`src/hw/rtl/servo_position_sweep_ramp_top_defines.svh`:
```
// ----------------------------------------------------------------------------
// Servo ramp assertion macros
// Shared assertion helpers for the servo position sweep ramp block.
// ----------------------------------------------------------------------------
`ifndef SERVO_POSITION_SWEEP_RAMP_TOP_DEFINES_SVH
`define SERVO_POSITION_SWEEP_RAMP_TOP_DEFINES_SVH

`ifndef NO_ASSERTIONS
// Checked on every clock edge outside reset.
`define SPR_ASSERT(lbl, prop, msg) \
  lbl: assert property (@(posedge clk_i) disable iff (!rst_ni) prop) else $error(msg);
// Checked on every clock edge, reset included.
`define SPR_ASSERT_ALWAYS(lbl, prop, msg) \
  lbl: assert property (@(posedge clk_i) prop) else $error(msg);
`else
`define SPR_ASSERT(lbl, prop, msg)
`define SPR_ASSERT_ALWAYS(lbl, prop, msg)
`endif

`endif

```
`src/hw/rtl/spr_pkg.sv`:
```
// ----------------------------------------------------------------------------
// Servo ramp package
// Item types, register map, micro-op codes and helper functions.
// ----------------------------------------------------------------------------
package spr_pkg;

  // Input and result items.
  typedef struct packed {
    logic [1:0]  operation;
    logic [15:0] position_value;
    logic [1:0]  direction;
    logic [31:0] now_ms;
  } in_item_t;

  typedef struct packed {
    logic [15:0] position;
    logic        pwm_enable;
    logic [15:0] compare_value;
    logic [1:0]  sweep_state;
  } out_item_t;

  // Configuration register file.
  typedef struct packed {
    logic [15:0] open_limit;
    logic [15:0] closed_limit;
    logic [15:0] pwm_scale;
    logic [15:0] pwm_top;
    logic [15:0] sweep_rate;
    logic [15:0] tick_min_ms;
  } cfg_t;

  localparam int unsigned CFG_IDX_W = 3;
  localparam logic [CFG_IDX_W-1:0] CFG_OPEN_LIMIT   = 3'd0;
  localparam logic [CFG_IDX_W-1:0] CFG_CLOSED_LIMIT = 3'd1;
  localparam logic [CFG_IDX_W-1:0] CFG_PWM_SCALE    = 3'd2;
  localparam logic [CFG_IDX_W-1:0] CFG_PWM_TOP      = 3'd3;
  localparam logic [CFG_IDX_W-1:0] CFG_SWEEP_RATE   = 3'd4;
  localparam logic [CFG_IDX_W-1:0] CFG_TICK_MIN_MS  = 3'd5;

  localparam logic [15:0] RST_OPEN_LIMIT   = 16'd1000;
  localparam logic [15:0] RST_CLOSED_LIMIT = 16'd2000;
  localparam logic [15:0] RST_PWM_SCALE    = 16'd20000;
  localparam logic [15:0] RST_PWM_TOP      = 16'd40000;
  localparam logic [15:0] RST_SWEEP_RATE   = 16'd500;
  localparam logic [15:0] RST_TICK_MIN_MS  = 16'd20;
  localparam logic [15:0] RST_POSITION =
    16'((32'(RST_OPEN_LIMIT) + 32'(RST_CLOSED_LIMIT)) / 2);

  // Command and direction codes.
  localparam logic [1:0] OP_SET  = 2'd0;
  localparam logic [1:0] OP_DIR  = 2'd1;
  localparam logic [1:0] OP_TGT  = 2'd2;
  localparam logic [1:0] OP_TICK = 2'd3;

  localparam logic [1:0] DIR_STOP   = 2'd0;
  localparam logic [1:0] DIR_OPEN   = 2'd1;
  localparam logic [1:0] DIR_CLOSE  = 2'd2;
  localparam logic [1:0] DIR_UNUSED = 2'd3;

  // Rate arithmetic: milliseconds per second and its scaled reciprocal.
  localparam logic [9:0]  MS_PER_S     = 10'd1000;
  localparam int unsigned RECIP_SHIFT  = 36;
  localparam logic [26:0] RECIP_1000   = 27'((64'd1 << RECIP_SHIFT) / 64'd1000);
  localparam int unsigned STEP_W       = 17;
  localparam int unsigned ADV_W        = 49;
  // Advances from here on move at least a full 16-bit span.
  localparam logic [ADV_W-1:0] ADV_BIG_LIM = ADV_W'(64'd65536 * 64'd1000);

  // Micro-ops executed by the datapath.
  typedef enum logic [4:0] {
    ACT_NONE,
    ACT_LATCH,
    ACT_SET_CMD,
    ACT_DIR_CMD,
    ACT_TGT_CMD,
    ACT_ELAPSED,
    ACT_ADD_REM,
    ACT_SAT_IF_BIG,
    ACT_QUOT,
    ACT_REM_FIX,
    ACT_EVAL,
    ACT_DRIVE_NPOS,
    ACT_FINISH,
    ACT_SAT_S,
    ACT_DIV_START,
    ACT_CMP_FROM_DIV,
    ACT_CMP_ZERO,
    ACT_LOAD_OUT
  } act_e;

  // Operand pairs for the shared multiplier.
  typedef enum logic [2:0] {
    MUL_NONE,
    MUL_RATE_EL,
    MUL_RECIP,
    MUL_QK,
    MUL_POS_TOP
  } mul_e;

  // Jump conditions.
  typedef enum logic [3:0] {
    C_NEXT,
    C_ALWAYS,
    C_DISPATCH,
    C_NO_IN,
    C_OUT_BUSY,
    C_DIR_ZERO,
    C_EL_SHORT,
    C_ADV_BIG,
    C_STEP_ZERO,
    C_FIN,
    C_CMP_OFF,
    C_DIV_BUSY
  } cond_e;

  localparam int unsigned UPC_W = 5;

  typedef struct packed {
    act_e             act;
    mul_e             mul;
    cond_e            cond;
    logic [UPC_W-1:0] target;
  } ctrl_t;

  typedef struct packed {
    logic [1:0] op;
    logic       no_in;
    logic       out_busy;
    logic       dir_zero;
    logic       el_short;
    logic       adv_big;
    logic       step_zero;
    logic       fin;
    logic       cmp_off;
    logic       div_busy;
  } stat_t;

  // Nonzero positions are pulled inside the limits, open limit tested first.
  function automatic logic [15:0] clamp_pos(input logic [15:0] s,
                                            input logic [15:0] lo,
                                            input logic [15:0] hi);
    logic [15:0] r;
    begin
      if (s == 16'd0) r = 16'd0;
      else if (s < lo) r = lo;
      else if (s > hi) r = hi;
      else r = s;
      return r;
    end
  endfunction

  // Target limiting: like clamping, but zero is pulled up as well.
  function automatic logic [15:0] limit_target(input logic [15:0] s,
                                               input logic [15:0] lo,
                                               input logic [15:0] hi);
    logic [15:0] r;
    begin
      if (s < lo) r = lo;
      else if (s > hi) r = hi;
      else r = s;
      return r;
    end
  endfunction

endpackage

```
`src/hw/rtl/spr_div.sv`:
```
// ----------------------------------------------------------------------------
// Servo ramp compare divider
// Restoring divider, one quotient bit per cycle, for the PWM compare scaling.
// ----------------------------------------------------------------------------
module spr_div
  import spr_pkg::*;
(
  input  logic        clk_i,
  input  logic        rst_ni,
  input  logic        start_i,
  input  logic [31:0] dividend_i,
  input  logic [15:0] divisor_i,
  output logic        busy_o,
  output logic [15:0] quot_o
);

  // The dividend is known to be below divisor times 2^16.
  localparam int unsigned QW    = 16;
  localparam int unsigned CNT_W = $clog2(QW);

  logic             busy_q, busy_d;
  logic [CNT_W-1:0] cnt_q, cnt_d;
  logic [31:0]      rem_q, rem_d;
  logic [31:0]      dsh_q, dsh_d;
  logic [QW-1:0]    quot_q, quot_d;

  // One compare and subtract per cycle, divisor shifting down.
  always_comb begin
    busy_d = busy_q;
    cnt_d  = cnt_q;
    rem_d  = rem_q;
    dsh_d  = dsh_q;
    quot_d = quot_q;
    if (start_i) begin
      busy_d = 1'b1;
      cnt_d  = CNT_W'(QW - 1);
      rem_d  = dividend_i;
      dsh_d  = {1'b0, divisor_i, 15'b0};
      quot_d = '0;
    end else if (busy_q) begin
      if (rem_q >= dsh_q) begin
        rem_d  = rem_q - dsh_q;
        quot_d = {quot_q[QW-2:0], 1'b1};
      end else begin
        quot_d = {quot_q[QW-2:0], 1'b0};
      end
      dsh_d = dsh_q >> 1;
      cnt_d = cnt_q - CNT_W'(1);
      if (cnt_q == '0) begin
        busy_d = 1'b0;
      end
    end
  end

  always_ff @(posedge clk_i or negedge rst_ni) begin
    if (!rst_ni) begin
      busy_q <= 1'b0;
      cnt_q  <= '0;
    end else begin
      busy_q <= busy_d;
      cnt_q  <= cnt_d;
    end
  end

  always_ff @(posedge clk_i) begin
    rem_q  <= rem_d;
    dsh_q  <= dsh_d;
    quot_q <= quot_d;
  end

  assign busy_o = busy_q;
  assign quot_o = quot_q;

endmodule

```
`src/hw/rtl/spr_seq.sv`:
```
// ----------------------------------------------------------------------------
// Servo ramp microsequencer
// Step counter and control store holding the command program.
// ----------------------------------------------------------------------------
`include "servo_position_sweep_ramp_top_defines.svh"

module spr_seq
  import spr_pkg::*;
(
  input  logic  clk_i,
  input  logic  rst_ni,
  input  stat_t stat_i,
  output ctrl_t ctrl_o
);

  // Program addresses.
  localparam logic [UPC_W-1:0] U_FETCH     = 5'd0;
  localparam logic [UPC_W-1:0] U_DISPATCH  = 5'd1;
  localparam logic [UPC_W-1:0] U_SET       = 5'd2;
  localparam logic [UPC_W-1:0] U_DIR       = 5'd3;
  localparam logic [UPC_W-1:0] U_TGT       = 5'd4;
  localparam logic [UPC_W-1:0] U_TICK      = 5'd5;
  localparam logic [UPC_W-1:0] U_TK_MUL    = 5'd6;
  localparam logic [UPC_W-1:0] U_TK_ADD    = 5'd7;
  localparam logic [UPC_W-1:0] U_TK_RECIP  = 5'd8;
  localparam logic [UPC_W-1:0] U_TK_QUOT   = 5'd9;
  localparam logic [UPC_W-1:0] U_TK_QK     = 5'd10;
  localparam logic [UPC_W-1:0] U_TK_REM    = 5'd11;
  localparam logic [UPC_W-1:0] U_TK_CHK    = 5'd12;
  localparam logic [UPC_W-1:0] U_TK_EVAL   = 5'd13;
  localparam logic [UPC_W-1:0] U_TK_FIN    = 5'd14;
  localparam logic [UPC_W-1:0] U_TK_DRIVE  = 5'd15;
  localparam logic [UPC_W-1:0] U_TK_FINISH = 5'd16;
  localparam logic [UPC_W-1:0] U_CMP       = 5'd17;
  localparam logic [UPC_W-1:0] U_CMP_MUL   = 5'd18;
  localparam logic [UPC_W-1:0] U_CMP_DIV   = 5'd19;
  localparam logic [UPC_W-1:0] U_CMP_WAIT  = 5'd20;
  localparam logic [UPC_W-1:0] U_OUT       = 5'd21;
  localparam logic [UPC_W-1:0] U_RET       = 5'd22;
  localparam logic [UPC_W-1:0] U_CMP_ZERO  = 5'd23;
  localparam logic [UPC_W-1:0] U_LAST      = U_CMP_ZERO;

  function automatic ctrl_t mk(input act_e a, input mul_e m, input cond_e c,
                               input logic [UPC_W-1:0] t);
    ctrl_t w;
    begin
      w.act    = a;
      w.mul    = m;
      w.cond   = c;
      w.target = t;
      return w;
    end
  endfunction

  // Control store: one word per step.
  function automatic ctrl_t ucode(input logic [UPC_W-1:0] a);
    ctrl_t w;
    begin
      case (a)
        U_FETCH:     w = mk(ACT_LATCH,        MUL_NONE,    C_NO_IN,     U_FETCH);
        U_DISPATCH:  w = mk(ACT_NONE,         MUL_NONE,    C_DISPATCH,  U_SET);
        U_SET:       w = mk(ACT_SET_CMD,      MUL_NONE,    C_ALWAYS,    U_CMP);
        U_DIR:       w = mk(ACT_DIR_CMD,      MUL_NONE,    C_ALWAYS,    U_CMP);
        U_TGT:       w = mk(ACT_TGT_CMD,      MUL_NONE,    C_ALWAYS,    U_CMP);
        U_TICK:      w = mk(ACT_ELAPSED,      MUL_NONE,    C_DIR_ZERO,  U_CMP);
        U_TK_MUL:    w = mk(ACT_NONE,         MUL_RATE_EL, C_EL_SHORT,  U_CMP);
        U_TK_ADD:    w = mk(ACT_ADD_REM,      MUL_NONE,    C_NEXT,      U_FETCH);
        U_TK_RECIP:  w = mk(ACT_SAT_IF_BIG,   MUL_RECIP,   C_ADV_BIG,   U_TK_EVAL);
        U_TK_QUOT:   w = mk(ACT_QUOT,         MUL_NONE,    C_NEXT,      U_FETCH);
        U_TK_QK:     w = mk(ACT_NONE,         MUL_QK,      C_NEXT,      U_FETCH);
        U_TK_REM:    w = mk(ACT_REM_FIX,      MUL_NONE,    C_NEXT,      U_FETCH);
        U_TK_CHK:    w = mk(ACT_NONE,         MUL_NONE,    C_STEP_ZERO, U_CMP);
        U_TK_EVAL:   w = mk(ACT_EVAL,         MUL_NONE,    C_NEXT,      U_FETCH);
        U_TK_FIN:    w = mk(ACT_NONE,         MUL_NONE,    C_FIN,       U_TK_FINISH);
        U_TK_DRIVE:  w = mk(ACT_DRIVE_NPOS,   MUL_NONE,    C_ALWAYS,    U_CMP);
        U_TK_FINISH: w = mk(ACT_FINISH,       MUL_NONE,    C_ALWAYS,    U_CMP);
        U_CMP:       w = mk(ACT_SAT_S,        MUL_NONE,    C_CMP_OFF,   U_CMP_ZERO);
        U_CMP_MUL:   w = mk(ACT_NONE,         MUL_POS_TOP, C_NEXT,      U_FETCH);
        U_CMP_DIV:   w = mk(ACT_DIV_START,    MUL_NONE,    C_NEXT,      U_FETCH);
        U_CMP_WAIT:  w = mk(ACT_CMP_FROM_DIV, MUL_NONE,    C_DIV_BUSY,  U_CMP_WAIT);
        U_OUT:       w = mk(ACT_LOAD_OUT,     MUL_NONE,    C_OUT_BUSY,  U_OUT);
        U_RET:       w = mk(ACT_NONE,         MUL_NONE,    C_ALWAYS,    U_FETCH);
        U_CMP_ZERO:  w = mk(ACT_CMP_ZERO,     MUL_NONE,    C_ALWAYS,    U_OUT);
        default:     w = mk(ACT_NONE,         MUL_NONE,    C_ALWAYS,    U_FETCH);
      endcase
      return w;
    end
  endfunction

  logic [UPC_W-1:0] pc_q, pc_d;
  logic [UPC_W-1:0] pc_inc;
  logic             take;
  ctrl_t            ctrl;

  assign ctrl   = ucode(pc_q);
  assign pc_inc = pc_q + UPC_W'(1);

  // Condition select and next step.
  always_comb begin
    case (ctrl.cond)
      C_ALWAYS:    take = 1'b1;
      C_NO_IN:     take = stat_i.no_in;
      C_OUT_BUSY:  take = stat_i.out_busy;
      C_DIR_ZERO:  take = stat_i.dir_zero;
      C_EL_SHORT:  take = stat_i.el_short;
      C_ADV_BIG:   take = stat_i.adv_big;
      C_STEP_ZERO: take = stat_i.step_zero;
      C_FIN:       take = stat_i.fin;
      C_CMP_OFF:   take = stat_i.cmp_off;
      C_DIV_BUSY:  take = stat_i.div_busy;
      default:     take = 1'b0;
    endcase

    if (ctrl.cond == C_DISPATCH) begin
      case (stat_i.op)
        OP_SET:  pc_d = U_SET;
        OP_DIR:  pc_d = U_DIR;
        OP_TGT:  pc_d = U_TGT;
        OP_TICK: pc_d = U_TICK;
        default: pc_d = U_TICK;
      endcase
    end else if (take) begin
      pc_d = ctrl.target;
    end else begin
      pc_d = pc_inc;
    end
  end

  always_ff @(posedge clk_i or negedge rst_ni) begin
    if (!rst_ni) begin
      pc_q <= U_FETCH;
    end else begin
      pc_q <= pc_d;
    end
  end

  assign ctrl_o = ctrl;

  `SPR_ASSERT(a_upc_range, pc_q <= U_LAST, "step counter left the program")
  `SPR_ASSERT(a_fetch_dispatch, (ctrl.act == ACT_LATCH && !stat_i.no_in) |=> (pc_q == U_DISPATCH), "accepted item not dispatched")
  `SPR_ASSERT(a_div_started, (pc_q == U_CMP_DIV) |=> stat_i.div_busy, "divider did not start")

endmodule

```
`src/hw/rtl/spr_dp.sv`:
```
// ----------------------------------------------------------------------------
// Servo ramp datapath
// Servo state, work registers, shared multiplier and the result register.
// ----------------------------------------------------------------------------
`include "servo_position_sweep_ramp_top_defines.svh"

module spr_dp
  import spr_pkg::*;
(
  input  logic      clk_i,
  input  logic      rst_ni,
  input  cfg_t      cfg_i,
  input  ctrl_t     ctrl_i,
  output stat_t     stat_o,
  input  logic      in_valid_i,
  input  in_item_t  in_item_i,
  input  logic      out_ready_i,
  output logic      out_valid_o,
  output out_item_t out_item_o
);

  // Servo state.
  logic [15:0] pos_q, pos_d;
  logic        pwm_q, pwm_d;
  logic [1:0]  dir_q, dir_d;
  logic [15:0] tgt_q, tgt_d;
  logic        tgt_act_q, tgt_act_d;
  logic [9:0]  rem_q, rem_d;
  logic [31:0] last_q, last_d;

  // Work registers.
  in_item_t          cmd_q, cmd_d;
  logic [31:0]       elapsed_q, elapsed_d;
  logic [63:0]       prod_q, prod_d;
  logic [ADV_W-1:0]  adv_q, adv_d;
  logic [STEP_W-1:0] step_q, step_d;
  logic [15:0]       npos_q, npos_d;
  logic [15:0]       bound_q, bound_d;
  logic              fin_q, fin_d;
  logic [15:0]       s_q, s_d;
  logic [15:0]       cmp_q, cmp_d;

  // Result register.
  logic      out_valid_q, out_valid_d;
  out_item_t out_q, out_d;

  logic [31:0] mul_a, mul_b;
  logic [15:0] set_pos, cur_clamped, tgt_lim, tgt_base;
  logic [15:0] eval_bound, eval_npos;
  logic        eval_fin;
  logic [10:0] rfix;
  logic        adv_big, out_busy;
  logic        div_busy;
  logic [15:0] div_quot;

  assign adv_big  = adv_q >= ADV_BIG_LIM;
  assign out_busy = out_valid_q && !out_ready_i;

  assign set_pos     = clamp_pos(cmd_q.position_value, cfg_i.open_limit, cfg_i.closed_limit);
  assign cur_clamped = clamp_pos(pos_q, cfg_i.open_limit, cfg_i.closed_limit);
  assign tgt_lim     = limit_target(cmd_q.position_value, cfg_i.open_limit,
                                    cfg_i.closed_limit);
  assign tgt_base    = pwm_q ? pos_q : cur_clamped;
  // Remainder before correction; the true value stays below twice 1000.
  assign rfix        = adv_q[10:0] - prod_q[10:0];

  // Sweep step evaluation against the active bound.
  always_comb begin
    if (tgt_act_q) eval_bound = tgt_q;
    else if (dir_q == DIR_OPEN) eval_bound = cfg_i.open_limit;
    else eval_bound = cfg_i.closed_limit;

    if (dir_q == DIR_OPEN) begin
      eval_fin  = {2'b0, pos_q} <= ({2'b0, eval_bound} + {1'b0, step_q});
      eval_npos = pos_q - step_q[15:0];
    end else begin
      eval_fin  = ({2'b0, pos_q} + {1'b0, step_q}) >= {2'b0, eval_bound};
      eval_npos = pos_q + step_q[15:0];
    end
  end

  // Multiplier operand select.
  always_comb begin
    case (ctrl_i.mul)
      MUL_RATE_EL: begin
        mul_a = elapsed_q;
        mul_b = {16'b0, cfg_i.sweep_rate};
      end
      MUL_RECIP: begin
        mul_a = {6'b0, adv_q[25:0]};
        mul_b = {5'b0, RECIP_1000};
      end
      MUL_QK: begin
        mul_a = {15'b0, step_q};
        mul_b = {22'b0, MS_PER_S};
      end
      MUL_POS_TOP: begin
        mul_a = {16'b0, s_q};
        mul_b = {16'b0, cfg_i.pwm_top};
      end
      default: begin
        mul_a = '0;
        mul_b = '0;
      end
    endcase
    prod_d = (ctrl_i.mul == MUL_NONE) ? prod_q : (mul_a * mul_b);
  end

  // Micro-op execution.
  always_comb begin
    pos_d       = pos_q;
    pwm_d       = pwm_q;
    dir_d       = dir_q;
    tgt_d       = tgt_q;
    tgt_act_d   = tgt_act_q;
    rem_d       = rem_q;
    last_d      = last_q;
    cmd_d       = cmd_q;
    elapsed_d   = elapsed_q;
    adv_d       = adv_q;
    step_d      = step_q;
    npos_d      = npos_q;
    bound_d     = bound_q;
    fin_d       = fin_q;
    s_d         = s_q;
    cmp_d       = cmp_q;
    out_d       = out_q;
    out_valid_d = out_valid_q;
    if (out_valid_q && out_ready_i) begin
      out_valid_d = 1'b0;
    end

    case (ctrl_i.act)
      ACT_LATCH: begin
        if (in_valid_i) begin
          cmd_d = in_item_i;
        end
      end
      // Set: stops the sweep; zero releases PWM, a position at or beyond an endpoint is stored with PWM released.
      ACT_SET_CMD: begin
        dir_d = DIR_STOP;
        rem_d = '0;
        if (cmd_q.position_value == 16'd0) begin
          pwm_d = 1'b0;
        end else begin
          pos_d = set_pos;
          pwm_d = !(set_pos <= cfg_i.open_limit || set_pos >= cfg_i.closed_limit);
        end
      end
      // Sweep direction: stop, or start unless already at that limit.
      ACT_DIR_CMD: begin
        tgt_act_d = 1'b0;
        rem_d     = '0;
        if (cmd_q.direction == DIR_STOP || cmd_q.direction == DIR_UNUSED) begin
          dir_d = DIR_STOP;
          pwm_d = 1'b0;
        end else begin
          last_d = cmd_q.now_ms;
          if (cmd_q.direction == DIR_OPEN && pos_q <= cfg_i.open_limit) begin
            pos_d = cfg_i.open_limit;
            dir_d = DIR_STOP;
            pwm_d = 1'b0;
          end else if (cmd_q.direction == DIR_CLOSE && pos_q >= cfg_i.closed_limit) begin
            pos_d = cfg_i.closed_limit;
            dir_d = DIR_STOP;
            pwm_d = 1'b0;
          end else begin
            if (!pwm_q) begin
              pos_d = cur_clamped;
              pwm_d = 1'b1;
            end
            dir_d = cmd_q.direction;
          end
        end
      end
      // Sweep to target: nothing happens when the target equals the position.
      ACT_TGT_CMD: begin
        if (tgt_lim != pos_q) begin
          rem_d     = '0;
          last_d    = cmd_q.now_ms;
          tgt_d     = tgt_lim;
          tgt_act_d = 1'b1;
          if (!pwm_q) begin
            pos_d = cur_clamped;
            pwm_d = 1'b1;
          end
          dir_d = (tgt_lim > tgt_base) ? DIR_CLOSE : DIR_OPEN;
        end
      end
      ACT_ELAPSED: begin
        elapsed_d = cmd_q.now_ms - last_q;
      end
      ACT_ADD_REM: begin
        adv_d = {1'b0, prod_q[47:0]} + {39'b0, rem_q};
      end
      // A very large advance always reaches the bound.
      ACT_SAT_IF_BIG: begin
        if (adv_big) begin
          step_d = '1;
        end
      end
      ACT_QUOT: begin
        step_d = prod_q[RECIP_SHIFT +: STEP_W];
      end
      // The reciprocal quotient may be one short; fix it up here.
      ACT_REM_FIX: begin
        if (rfix >= {1'b0, MS_PER_S}) begin
          rem_d  = 10'(rfix - {1'b0, MS_PER_S});
          step_d = step_q + STEP_W'(1);
        end else begin
          rem_d = rfix[9:0];
        end
      end
      ACT_EVAL: begin
        last_d  = cmd_q.now_ms;
        bound_d = eval_bound;
        fin_d   = eval_fin;
        npos_d  = eval_npos;
      end
      ACT_DRIVE_NPOS: begin
        pos_d = clamp_pos(npos_q, cfg_i.open_limit, cfg_i.closed_limit);
        pwm_d = 1'b1;
      end
      // End of a sweep: a target sweep holds with PWM on, a free one releases.
      ACT_FINISH: begin
        dir_d = DIR_STOP;
        rem_d = '0;
        if (tgt_act_q) begin
          tgt_act_d = 1'b0;
          pos_d     = clamp_pos(bound_q, cfg_i.open_limit, cfg_i.closed_limit);
          pwm_d     = 1'b1;
        end else begin
          pos_d = bound_q;
          pwm_d = 1'b0;
        end
      end
      ACT_SAT_S: begin
        s_d = (pos_q > cfg_i.pwm_scale) ? cfg_i.pwm_scale : pos_q;
      end
      ACT_CMP_FROM_DIV: begin
        cmp_d = div_quot;
      end
      ACT_CMP_ZERO: begin
        cmp_d = '0;
      end
      ACT_LOAD_OUT: begin
        if (!out_busy) begin
          out_d.position      = pos_q;
          out_d.pwm_enable    = pwm_q;
          out_d.compare_value = cmp_q;
          out_d.sweep_state   = dir_q;
          out_valid_d         = 1'b1;
        end
      end
      default: begin
      end
    endcase
  end

  // Compare scaling divider.
  spr_div u_div (
    .clk_i      (clk_i),
    .rst_ni     (rst_ni),
    .start_i    (ctrl_i.act == ACT_DIV_START),
    .dividend_i (prod_q[31:0]),
    .divisor_i  (cfg_i.pwm_scale),
    .busy_o     (div_busy),
    .quot_o     (div_quot)
  );

  always_ff @(posedge clk_i or negedge rst_ni) begin
    if (!rst_ni) begin
      pos_q       <= RST_POSITION;
      pwm_q       <= 1'b0;
      dir_q       <= DIR_STOP;
      tgt_q       <= '0;
      tgt_act_q   <= 1'b0;
      rem_q       <= '0;
      last_q      <= '0;
      out_valid_q <= 1'b0;
    end else begin
      pos_q       <= pos_d;
      pwm_q       <= pwm_d;
      dir_q       <= dir_d;
      tgt_q       <= tgt_d;
      tgt_act_q   <= tgt_act_d;
      rem_q       <= rem_d;
      last_q      <= last_d;
      out_valid_q <= out_valid_d;
    end
  end

  always_ff @(posedge clk_i) begin
    cmd_q     <= cmd_d;
    elapsed_q <= elapsed_d;
    prod_q    <= prod_d;
    adv_q     <= adv_d;
    step_q    <= step_d;
    npos_q    <= npos_d;
    bound_q   <= bound_d;
    fin_q     <= fin_d;
    s_q       <= s_d;
    cmp_q     <= cmp_d;
    out_q     <= out_d;
  end

  // Status back to the sequencer.
  always_comb begin
    stat_o.op        = cmd_q.operation;
    stat_o.no_in     = !in_valid_i;
    stat_o.out_busy  = out_busy;
    stat_o.dir_zero  = dir_q == DIR_STOP;
    stat_o.el_short  = elapsed_q < {16'b0, cfg_i.tick_min_ms};
    stat_o.adv_big   = adv_big;
    stat_o.step_zero = step_q == '0;
    stat_o.fin       = fin_q;
    stat_o.cmp_off   = !pwm_q || pos_q == 16'd0 || cfg_i.pwm_scale == 16'd0;
    stat_o.div_busy  = div_busy;
  end

  assign out_valid_o = out_valid_q;
  assign out_item_o  = out_q;

  `SPR_ASSERT(a_rem_range, rem_q < MS_PER_S, "rate remainder reached a full second")
  `SPR_ASSERT_ALWAYS(a_dir_code, dir_q != DIR_UNUSED, "sweep state holds the unused code")
  `SPR_ASSERT(a_cmp_off, out_valid_q |-> (out_q.pwm_enable || out_q.compare_value == 16'd0), "compare value set with PWM off")

endmodule

```
`src/hw/rtl/servo_position_sweep_ramp_top.sv`:
```
// ----------------------------------------------------------------------------
// Servo position sweep ramp
// Command-driven servo position generator with sweep and PWM compare output.
// ----------------------------------------------------------------------------
// Each input item is a command (set, sweep direction, sweep to target or time
// tick) and yields exactly one result item holding position, PWM enable,
// compare value and sweep state. Items are handled one at a time by a
// microcoded sequencer over a shared multiplier and a bit-serial divider. The
// sequencer holds in its output step for as long as an earlier result still
// waits in the output register. The compare division dominates whenever PWM
// is on with nonzero position and scale, a tick adds the rate arithmetic.
// A new item is taken while the previous result still waits in the output
// register. Configuration writes belong to idle periods only. There is no
// clearing pass after reset.
module servo_position_sweep_ramp_top
  import spr_pkg::*;
(
  input  logic                 clk_i,
  input  logic                 rst_ni,
  input  logic                 cfg_we_i,
  input  logic [CFG_IDX_W-1:0] cfg_idx_i,
  input  logic [15:0]          cfg_wdata_i,
  input  logic                 in_valid_i,
  output logic                 in_ready_o,
  input  in_item_t             in_item_i,
  output logic                 out_valid_o,
  input  logic                 out_ready_i,
  output out_item_t            out_item_o
);

  cfg_t  cfg_q, cfg_d;
  ctrl_t ctrl;
  stat_t stat;

  // Register file write decode; indices beyond the map are ignored.
  always_comb begin
    cfg_d = cfg_q;
    if (cfg_we_i) begin
      case (cfg_idx_i)
        CFG_OPEN_LIMIT:   cfg_d.open_limit   = cfg_wdata_i;
        CFG_CLOSED_LIMIT: cfg_d.closed_limit = cfg_wdata_i;
        CFG_PWM_SCALE:    cfg_d.pwm_scale    = cfg_wdata_i;
        CFG_PWM_TOP:      cfg_d.pwm_top      = cfg_wdata_i;
        CFG_SWEEP_RATE:   cfg_d.sweep_rate   = cfg_wdata_i;
        CFG_TICK_MIN_MS:  cfg_d.tick_min_ms  = cfg_wdata_i;
        default: begin
        end
      endcase
    end
  end

  always_ff @(posedge clk_i or negedge rst_ni) begin
    if (!rst_ni) begin
      cfg_q.open_limit   <= RST_OPEN_LIMIT;
      cfg_q.closed_limit <= RST_CLOSED_LIMIT;
      cfg_q.pwm_scale    <= RST_PWM_SCALE;
      cfg_q.pwm_top      <= RST_PWM_TOP;
      cfg_q.sweep_rate   <= RST_SWEEP_RATE;
      cfg_q.tick_min_ms  <= RST_TICK_MIN_MS;
    end else begin
      cfg_q <= cfg_d;
    end
  end

  // Items are taken only in the fetch step of the program.
  assign in_ready_o = ctrl.act == ACT_LATCH;

  spr_seq u_seq (
    .clk_i  (clk_i),
    .rst_ni (rst_ni),
    .stat_i (stat),
    .ctrl_o (ctrl)
  );

  spr_dp u_dp (
    .clk_i       (clk_i),
    .rst_ni      (rst_ni),
    .cfg_i       (cfg_q),
    .ctrl_i      (ctrl),
    .stat_o      (stat),
    .in_valid_i  (in_valid_i),
    .in_item_i   (in_item_i),
    .out_ready_i (out_ready_i),
    .out_valid_o (out_valid_o),
    .out_item_o  (out_item_o)
  );

endmodule

```
`config.mk`:
```
export PLATFORM = sky130hd
export DESIGN_NAME = servo_position_sweep_ramp_top
export DESIGN_NICKNAME = d
export VERILOG_FILES = /design/src/hw/rtl/spr_pkg.sv /design/src/hw/rtl/spr_div.sv /design/src/hw/rtl/spr_seq.sv /design/src/hw/rtl/spr_dp.sv /design/src/hw/rtl/servo_position_sweep_ramp_top.sv
export VERILOG_INCLUDE_DIRS = /design/src /design/src/hw/rtl
export SDC_FILE = /design/constraint.sdc
export NUM_CORES = 2
export LEC_CHECK = 0
export ABC_AREA = 1
export BUFFER_PORTS_ARGS = -buffer_cell sky130_fd_sc_hd__buf_2
export CORE_MARGIN = 4
export CORE_UTILIZATION = 35
export DETAILED_ROUTE_END_ITERATION = 10
export PLACE_DENSITY_LB_ADDON = 0.08
export SYNTH_ARGS = -nofsm -noshare
export SYNTH_HDL_FRONTEND = slang
export SYNTH_SLANG_ARGS = --single-unit
```
`constraint.sdc`:
```
create_clock -name clk_i -period 13.4 [get_ports clk_i]
set_input_delay 0.67 -clock clk_i [delete_from_list [all_inputs] [get_ports clk_i]]
set_output_delay 0.67 -clock clk_i [all_outputs]
set_load 0.005 [all_outputs]
```
### After elaboration in Yosys (flattened, before gate mapping)

Memories as Yosys holds them, arrays and structs flattened.
Cells that the tools add are included.
Widths: inputs -> output; s select.

* output and inout bits: 37
* register bits after elaboration: 567
* logic and storage cells: 245
* ROM bits: 544
* input port bits: 76
* memories kept: 1

* muxes and demuxes: 69
* equal/unequal tests: 50
* reductions and logical operators: 53
* bitwise logic cells: 1
* add/subtract/negate cells: 12
* multipliers: 1
* magnitude comparators: 20

Memories
* (no name shown): words 32, bits a word 17, rd ports 1, clocked after memory_dff 0, wr ports 0, RTL line spr_seq.sv:59 `case (a)`

Operators by type and width (count)
* $mux 16: 23
* $mux 32: 5
* $pmux 32 s4: 1
* $pmux 27 s4: 1
* $gt 16x16->1: 6
* $pmux 32 s3: 1
* $logic_not 16->1: 5
* $pmux 16 s5: 1
* $lt 16x16->1: 4
* $mux 31: 2
* $mul 32x27->53: 1
* $pmux 17 s3: 1
* $add 48x10->49: 1
* $ge 49x26->1 const B: 1
* $eq 5x4->1 const B: 8
* $add 16x17->18: 2
* $mux 17: 2
* $ge 16x16->1: 2
* $ge 32x31->1: 1
* $le 16x16->1: 2
* $lt 32x16->1: 1
* $pmux 16 s2: 1
* $sub 32x31->32: 1
* $sub 32x32->32: 1
* other kinds (53): 132

### Logic depth before layout (Yosys ltp)

* depth after elaboration: 9
* mapped depth: 42
* gate-level depth less buffers: 40

### Cells and area by module

From an unflattened synthesis, not the netlist that was laid out.

* cells, all modules: 7889
* area, all modules: 61368.9 µm²

Modules (own cells, without submodules)
* spr_dp: instances 1, area each 50913.8 µm², sequential area each 11084.4 µm², cells an instance 6480
* spr_div: instances 1, area each 5666.7 µm², sequential area each 2187.1 µm², cells an instance 827
* servo_position_sweep_ramp_top: instances 1, area each 3827.4 µm², sequential area each 2439.8 µm², cells an instance 428
* spr_seq: instances 1, area each 960.9 µm², sequential area each 125.1 µm², cells an instance 154

### Worst setup path after synthesis

Ideal clock, no wire load.

* path type: reg2reg
* from: register u_seq.pc_q[0]
* to: register u_dp.prod_q[45], data pin
* stages on the path, launching flop included: 38
* period minus slack after synthesis: 9.148 ns
* data arrival time: 8.890 ns
* path slack: 4.252 ns
* setup time: 0.258 ns
* data required time: 13.142 ns
* path buffers: 1
* cells stage by stage: dfrtp_1 inv_1 ha_1 inv_1 nor2_1 inv_1 nor3_2 inv_1 nand2_1 nor2_1 inv_1 nand2_1 inv_1 clkbuf_1 nand2_1 fa_1 inv_1 fa_1 (+2 left out) inv_1 fa_1 fa_1 fa_1 inv_1 fa_1 inv_1 ha_1 a21oi_1 inv_1 a31oi_1 o21ai_0 a211oi_1 o21ai_0 a21oi_1 nor3_1 nor2_1 xnor2_1

* word-level cells in the longest chain between the ends: 4
* elaborated cells on any way between the ends: 8
* those cells by class: 1 x mul; 4 x eq/ne; 2 x mux; 1 x memory

RTL lines
* start: declaration: RTL line spr_seq.sv:90 `logic [UPC_W-1:0] pc_q, pc_d;`
* start signal: assignment: RTL line spr_seq.sv:133 `pc_q <= pc_d;`
* $mem_v2 32x17 (*)
* $eq 3x3->1 (tied with other cells): RTL line spr_dp.sv:84 `case (ctrl_i.mul)`
* $pmux 32 s4 / $pmux 27 s4 (equally long branches): RTL line spr_dp.sv:84
* $mul 32x27->53 (*): RTL line spr_dp.sv:106 `prod_d = (ctrl_i.mul == MUL_NONE) ? prod_q : (mul_a * mul_b);`
* end signal: assignment: RTL line spr_dp.sv:296 `prod_q <= prod_d;`
* end: declaration: RTL line spr_dp.sv:34 `logic [63:0] prod_q, prod_d;`

Mark *: on every way between the ends. The rest lies on a longest branch, timed or not.
A chain may end at the register's enable or synchronous reset.

### Worst setup path after layout

Same ends and word-level chain as after synthesis.

==> run summary <==
=================================================================================================================
Drt first pass iters                                                                                            6
Crit-path most repeated cell                                                                         sky130_fd_sc_hd__inv_1
Deepest level of the CTS H-tree                                                                                 3
Hold Crit Class                                                                                      primary input to asynchronous set/reset pin
Row count                                                                                                     152
Share of synthesized area spent on multiplexers                                                                 0
Worst endpoint required time                                                                             13.79 ns
DR DRC count                                                                                                    0
Actual slew at the worst max-slew pin                                                                     1.33 ns
Maximum number of pins on one net before global-route repair                                                   80
Setup total negative slack                                                                                   0 ns
Global placement routability congestion                                                                     0.949
Area Growth Syn to Fin                                                                                      9.49%
Type of origin of the critical path                                                                          flop
Final clock skew                                                                                        0.0598 ns
Initial Util                                                                                                0.352
Endpoint type of the worst setup path                                                                        flop
Post-synthesis compound-gate area fraction                                                                 0.0950
Total Wirelength                                                                                        231000 µm
Share of the yosys chip area belonging to registers                                                         0.262
Die Ht                                                                                                     424 µm
Fraction of registers with async set/reset                                                                  0.326
Share of the synthesized netlist area taken by xor and xnor gates                                          0.0323
# port buffers                                                                                                112
Cell Area, Placed                                                                                       63700 µm²
Largest area contributor in the netlist                                                              sky130_fd_sc_hd__edfxtp_1
Slew headroom                                                                                               0.111
Remaining number of nets flagged by the antenna check after routing                                             0
Post-route cell area                                                                                    66200 µm²
Number of cells produced by synthesis                                                                        7605
Clock Path Buffers                                                                                              3
Average wire per cell in the routed design                                                                23.0 µm
Count of cell types in the netlist                                                                             71
Worst-path maximum fanout                                                                                      24
Dominant combinational cell family by area after synthesis                                            adder cells
Commonest cells after routing, fill and taps aside                                                   sky130_fd_sc_hd__inv_1 (1588), sky130_fd_sc_hd__nand2_1 (1584), sky130_fd_sc_hd__ha_1 (646)
Register clock-pin slew on the reported worst setup and hold paths                                        0.06 ns
Clock buffer count from CTS                                                                                    74
Skew-Pair Late Insertion Delay                                                                            0.70 ns
Final #Nets                                                                                                  8908
Basic-gate share of the synthesized area counting and, or, nand and nor cells                               0.195
Clock Sinks                                                                                                   567
Number of synthesized flops with an enable pin                                                                351
Arithmetic-cell share of the synthesized area counting full adders, half adders and majority gates          0.301
First-pass GRT wire length                                                                              343000 µm
Total leakage power                                                                                     0.0330 µW
Min Hold Slack                                                                                          0.0228 ns
Routed vias                                                                                                 50879
Die width                                                                                                  424 µm
Leading cell type in the layout, fill and taps excluded                                              sky130_fd_sc_hd__inv_1
Share of the synthesized area in the top cell type                                                          0.174
Ratio of cells with drive above 1 in the final layout                                                      0.0553
Data arrival time of the critical path                                                                   11.82 ns
Die area                                                                                               179000 µm²
Post-Route Utilization                                                                                      0.385
Unrepaired setup endpoints after global routing                                                             false
Final max-slew violation count                                                                                  0
Total of warnings raised by yosys                                                                               0
Fill cell count                                                                                             18057
Core box area                                                                                          172000 µm²
Final hold vios                                                                                                 0
Half-perimeter wire length of the detailed placement result                                             186000 µm
Synth top area cells                                                                                 sky130_fd_sc_hd__edfxtp_1 (17%), sky130_fd_sc_hd__fa_1 (17%), sky130_fd_sc_hd__ha_1 (13%)
Post-synthesis instance area                                                                            60400 µm²
Post-Place Cells                                                                                             9915
Worst Setup Path Type                                                                                flop to flop
CTS-repair resized insts                                                                                        0
Root cell of the clock tree                                                                          sky130_fd_sc_hd__clkbuf_16
Largest stage delay on the critical path                                                                  0.66 ns
Slack of the worst reg-to-reg path                                                                        1.97 ns
Total grt overflow                                                                                              0
Number of maximum-capacitance constraint violations                                                             0
Crit share post-route                                                                                       0.853
Total power per unit cell area                                                                         218 nW/µm²
Number of synthesized register bits                                                                           567
Clock period minus worst slack                                                                           11.43 ns
Buffers inserted during post-CTS setup optimization                                                             0
Vias per Instance                                                                                            5.06
IR Drop Worst-Case VDD                                                                                   0.120 mV
Number of standard cells in the layout, taps in and fillers out                                             10050
I/O pins                                                                                                      113
Detailed router's first-iteration violation count                                                            4133
Tot GR Track Use                                                                                            0.256
Hold-fix buffers at CTS                                                                                         0
Critical-path cell with the highest stage delay                                                      sky130_fd_sc_hd__nor3_2
Via count of the first global-routing pass                                                                  51360
CTS tree                                                                                                     done
Final setup violation count                                                                                     0
Antenna violations before repair                                                                               10
Top flip-flop cell by instance count after synthesis                                                 sky130_fd_sc_hd__edfxtp_1
Avg Synthesized Cell Area                                                                                7.95 µm²
Result of the run                                                                                    finished clean
Timing-limited maximum frequency                                                                         87.5 MHz
=================================================================================================================
## through the flow
stage                     setup slack [ns]  total power [µW]
final                                 1.97             14400
after global routing                  1.36             15700
after CTS                             2.04             14500
after detailed placement              2.11             12400
after global placement                2.06             12300
after floorplan                       4.25              9250
## registers in the layout, summed over array words and instances, names as in the netlist, 10 cells and up
signal             count
cfg_q                 96
u_dp.prod_q           53
u_dp.cmd_q            50
u_dp.adv_q            49
u_dp.out_item_o       35
u_dp.elapsed_q        32
u_dp.last_q           32
u_dp.u_div.rem_q      32
u_dp.u_div.dsh_q      31
u_dp.step_q           17
u_dp.bound_q          16
u_dp.cmp_q            16
u_dp.npos_q           16
u_dp.pos_q            16
u_dp.s_q              16
u_dp.tgt_q            16
u_dp.u_div.quot_o     16
u_dp.rem_q            10
## synth_stat cells (9+ instances only)
| cell type | count |
|---|---|
| sky130_fd_sc_hd__and2_1 | 20 |
| sky130_fd_sc_hd__a21oi_1 | 398 |
| sky130_fd_sc_hd__nand2_1 | 1584 |
| sky130_fd_sc_hd__a31oi_1 | 35 |
| sky130_fd_sc_hd__nor2_2 | 10 |
| sky130_fd_sc_hd__nand3_2 | 18 |
| sky130_fd_sc_hd__inv_1 | 1589 |
| sky130_fd_sc_hd__nand3b_1 | 16 |
| sky130_fd_sc_hd__ha_1 | 646 |
| sky130_fd_sc_hd__buf_1 | 12 |
| sky130_fd_sc_hd__o21ai_1 | 16 |
| sky130_fd_sc_hd__nand4_1 | 73 |
| sky130_fd_sc_hd__o21ai_0 | 416 |
| sky130_fd_sc_hd__a221oi_1 | 9 |
| sky130_fd_sc_hd__dfrtp_1 | 148 |
| sky130_fd_sc_hd__edfxtp_1 | 351 |
| sky130_fd_sc_hd__xnor2_1 | 67 |
| sky130_fd_sc_hd__dfxtp_1 | 31 |
| sky130_fd_sc_hd__o21a_1 | 23 |
| sky130_fd_sc_hd__or2_2 | 11 |
| sky130_fd_sc_hd__nor4_1 | 54 |
| sky130_fd_sc_hd__o21bai_1 | 27 |
| sky130_fd_sc_hd__nand3_1 | 338 |
| sky130_fd_sc_hd__xor2_1 | 156 |
| sky130_fd_sc_hd__o221ai_1 | 10 |
| sky130_fd_sc_hd__dfstp_2 | 37 |
| sky130_fd_sc_hd__buf_4 | 10 |
| sky130_fd_sc_hd__fa_1 | 505 |
| sky130_fd_sc_hd__clkbuf_1 | 139 |
| sky130_fd_sc_hd__buf_2 | 37 |
| sky130_fd_sc_hd__o31ai_1 | 13 |
| sky130_fd_sc_hd__inv_2 | 11 |
| sky130_fd_sc_hd__nor3_1 | 59 |
| sky130_fd_sc_hd__nor2_1 | 601 |
| sky130_fd_sc_hd__a21boi_0 | 10 |
| sky130_fd_sc_hd__o211ai_1 | 25 |
## cell families after synthesis
| group | after synthesis |
|---|---|
| and+or+nand+nor | 2813 |
| AOI/OAI and AO/OA | 1036 |
| xor gates and xnor gates | 223 |
| adders and majority gates | 1151 |
| other | 2 |
| DFF | 567 |
| buffers and inverters | 1813 |
## critical path, delay by kind of cell, from the launching register on
| kind | cells | cell delay, ns |
|---|---|---|
| AO/OA/AOI/OAI | 6 | 2.03 |
| XOR/XNOR | 1 | 0.07 |
| adder cells (fa/ha/maj) | 9 | 4.13 |
| buffers and inverters | 14 | 2.21 |
| flip-flops | 1 | 0.47 |
| AND/OR/NAND/NOR | 8 | 2.17 |
## report_power, final
part | internal (µW) | switching, µW
registers | 2730 | 619
clock network | 1170 | 870
logic | 2860 | 6170
total | 6760 | 7660
## path summary, 6_finish.rpt
| check | startpoint | to | cells after the start |
|---|---|---|---|
| worst max-delay path | u_seq.pc_q[0]$_DFFE_PN0P_ | u_dp.prod_q[45]$_DFFE_PP_ | 38 |
| worst min-delay path | rst_ni | u_dp.last_q[23]$_DFFE_PN0P_ | 1 |
| worst max register to register | u_seq.pc_q[0]$_DFFE_PN0P_ | u_dp.prod_q[45]$_DFFE_PP_ | 38 |
| worst min register to register | u_dp.cmp_q[1]$_SDFFCE_PN0P_ | u_dp.out_item_o[3]$_DFFE_PP_ | 0 |
| max in group asynchronous | rst_ni | u_dp.tgt_act_q$_DFFE_PN0P_ | 3 |
| min in group clk_i | in_item_i[42] | u_dp.cmd_q[42]$_DFFE_PP_ | 1 |
## area by class of cell
cell class / count / area [µm²] / share of cell area
antenna: 1 / 2.50 / 0.0000378
clock buffer: 103 / 2060 / 0.0312
clock inverter: 31 / 385 / 0.00582
inverter: 1608 / 6040 / 0.0912
multi-input combinational: 5236 / 37800 / 0.571
sequential: 567 / 15800 / 0.239
tap: 2310 / 2890 / 0.0437
timing repair buffer: 194 / 1180 / 0.0179
## metal layers
metal	GRT usage	vias to the layer above	wire length (µm)
met5	0	-	12
met4	0.0779	2	8130
met3	0.0264	331	10700
met2	0.437	1403	110000
met1	0.341	24885	102000
li1	-	24258	-
No activity file was read; power rests on OpenSTA's default activity.
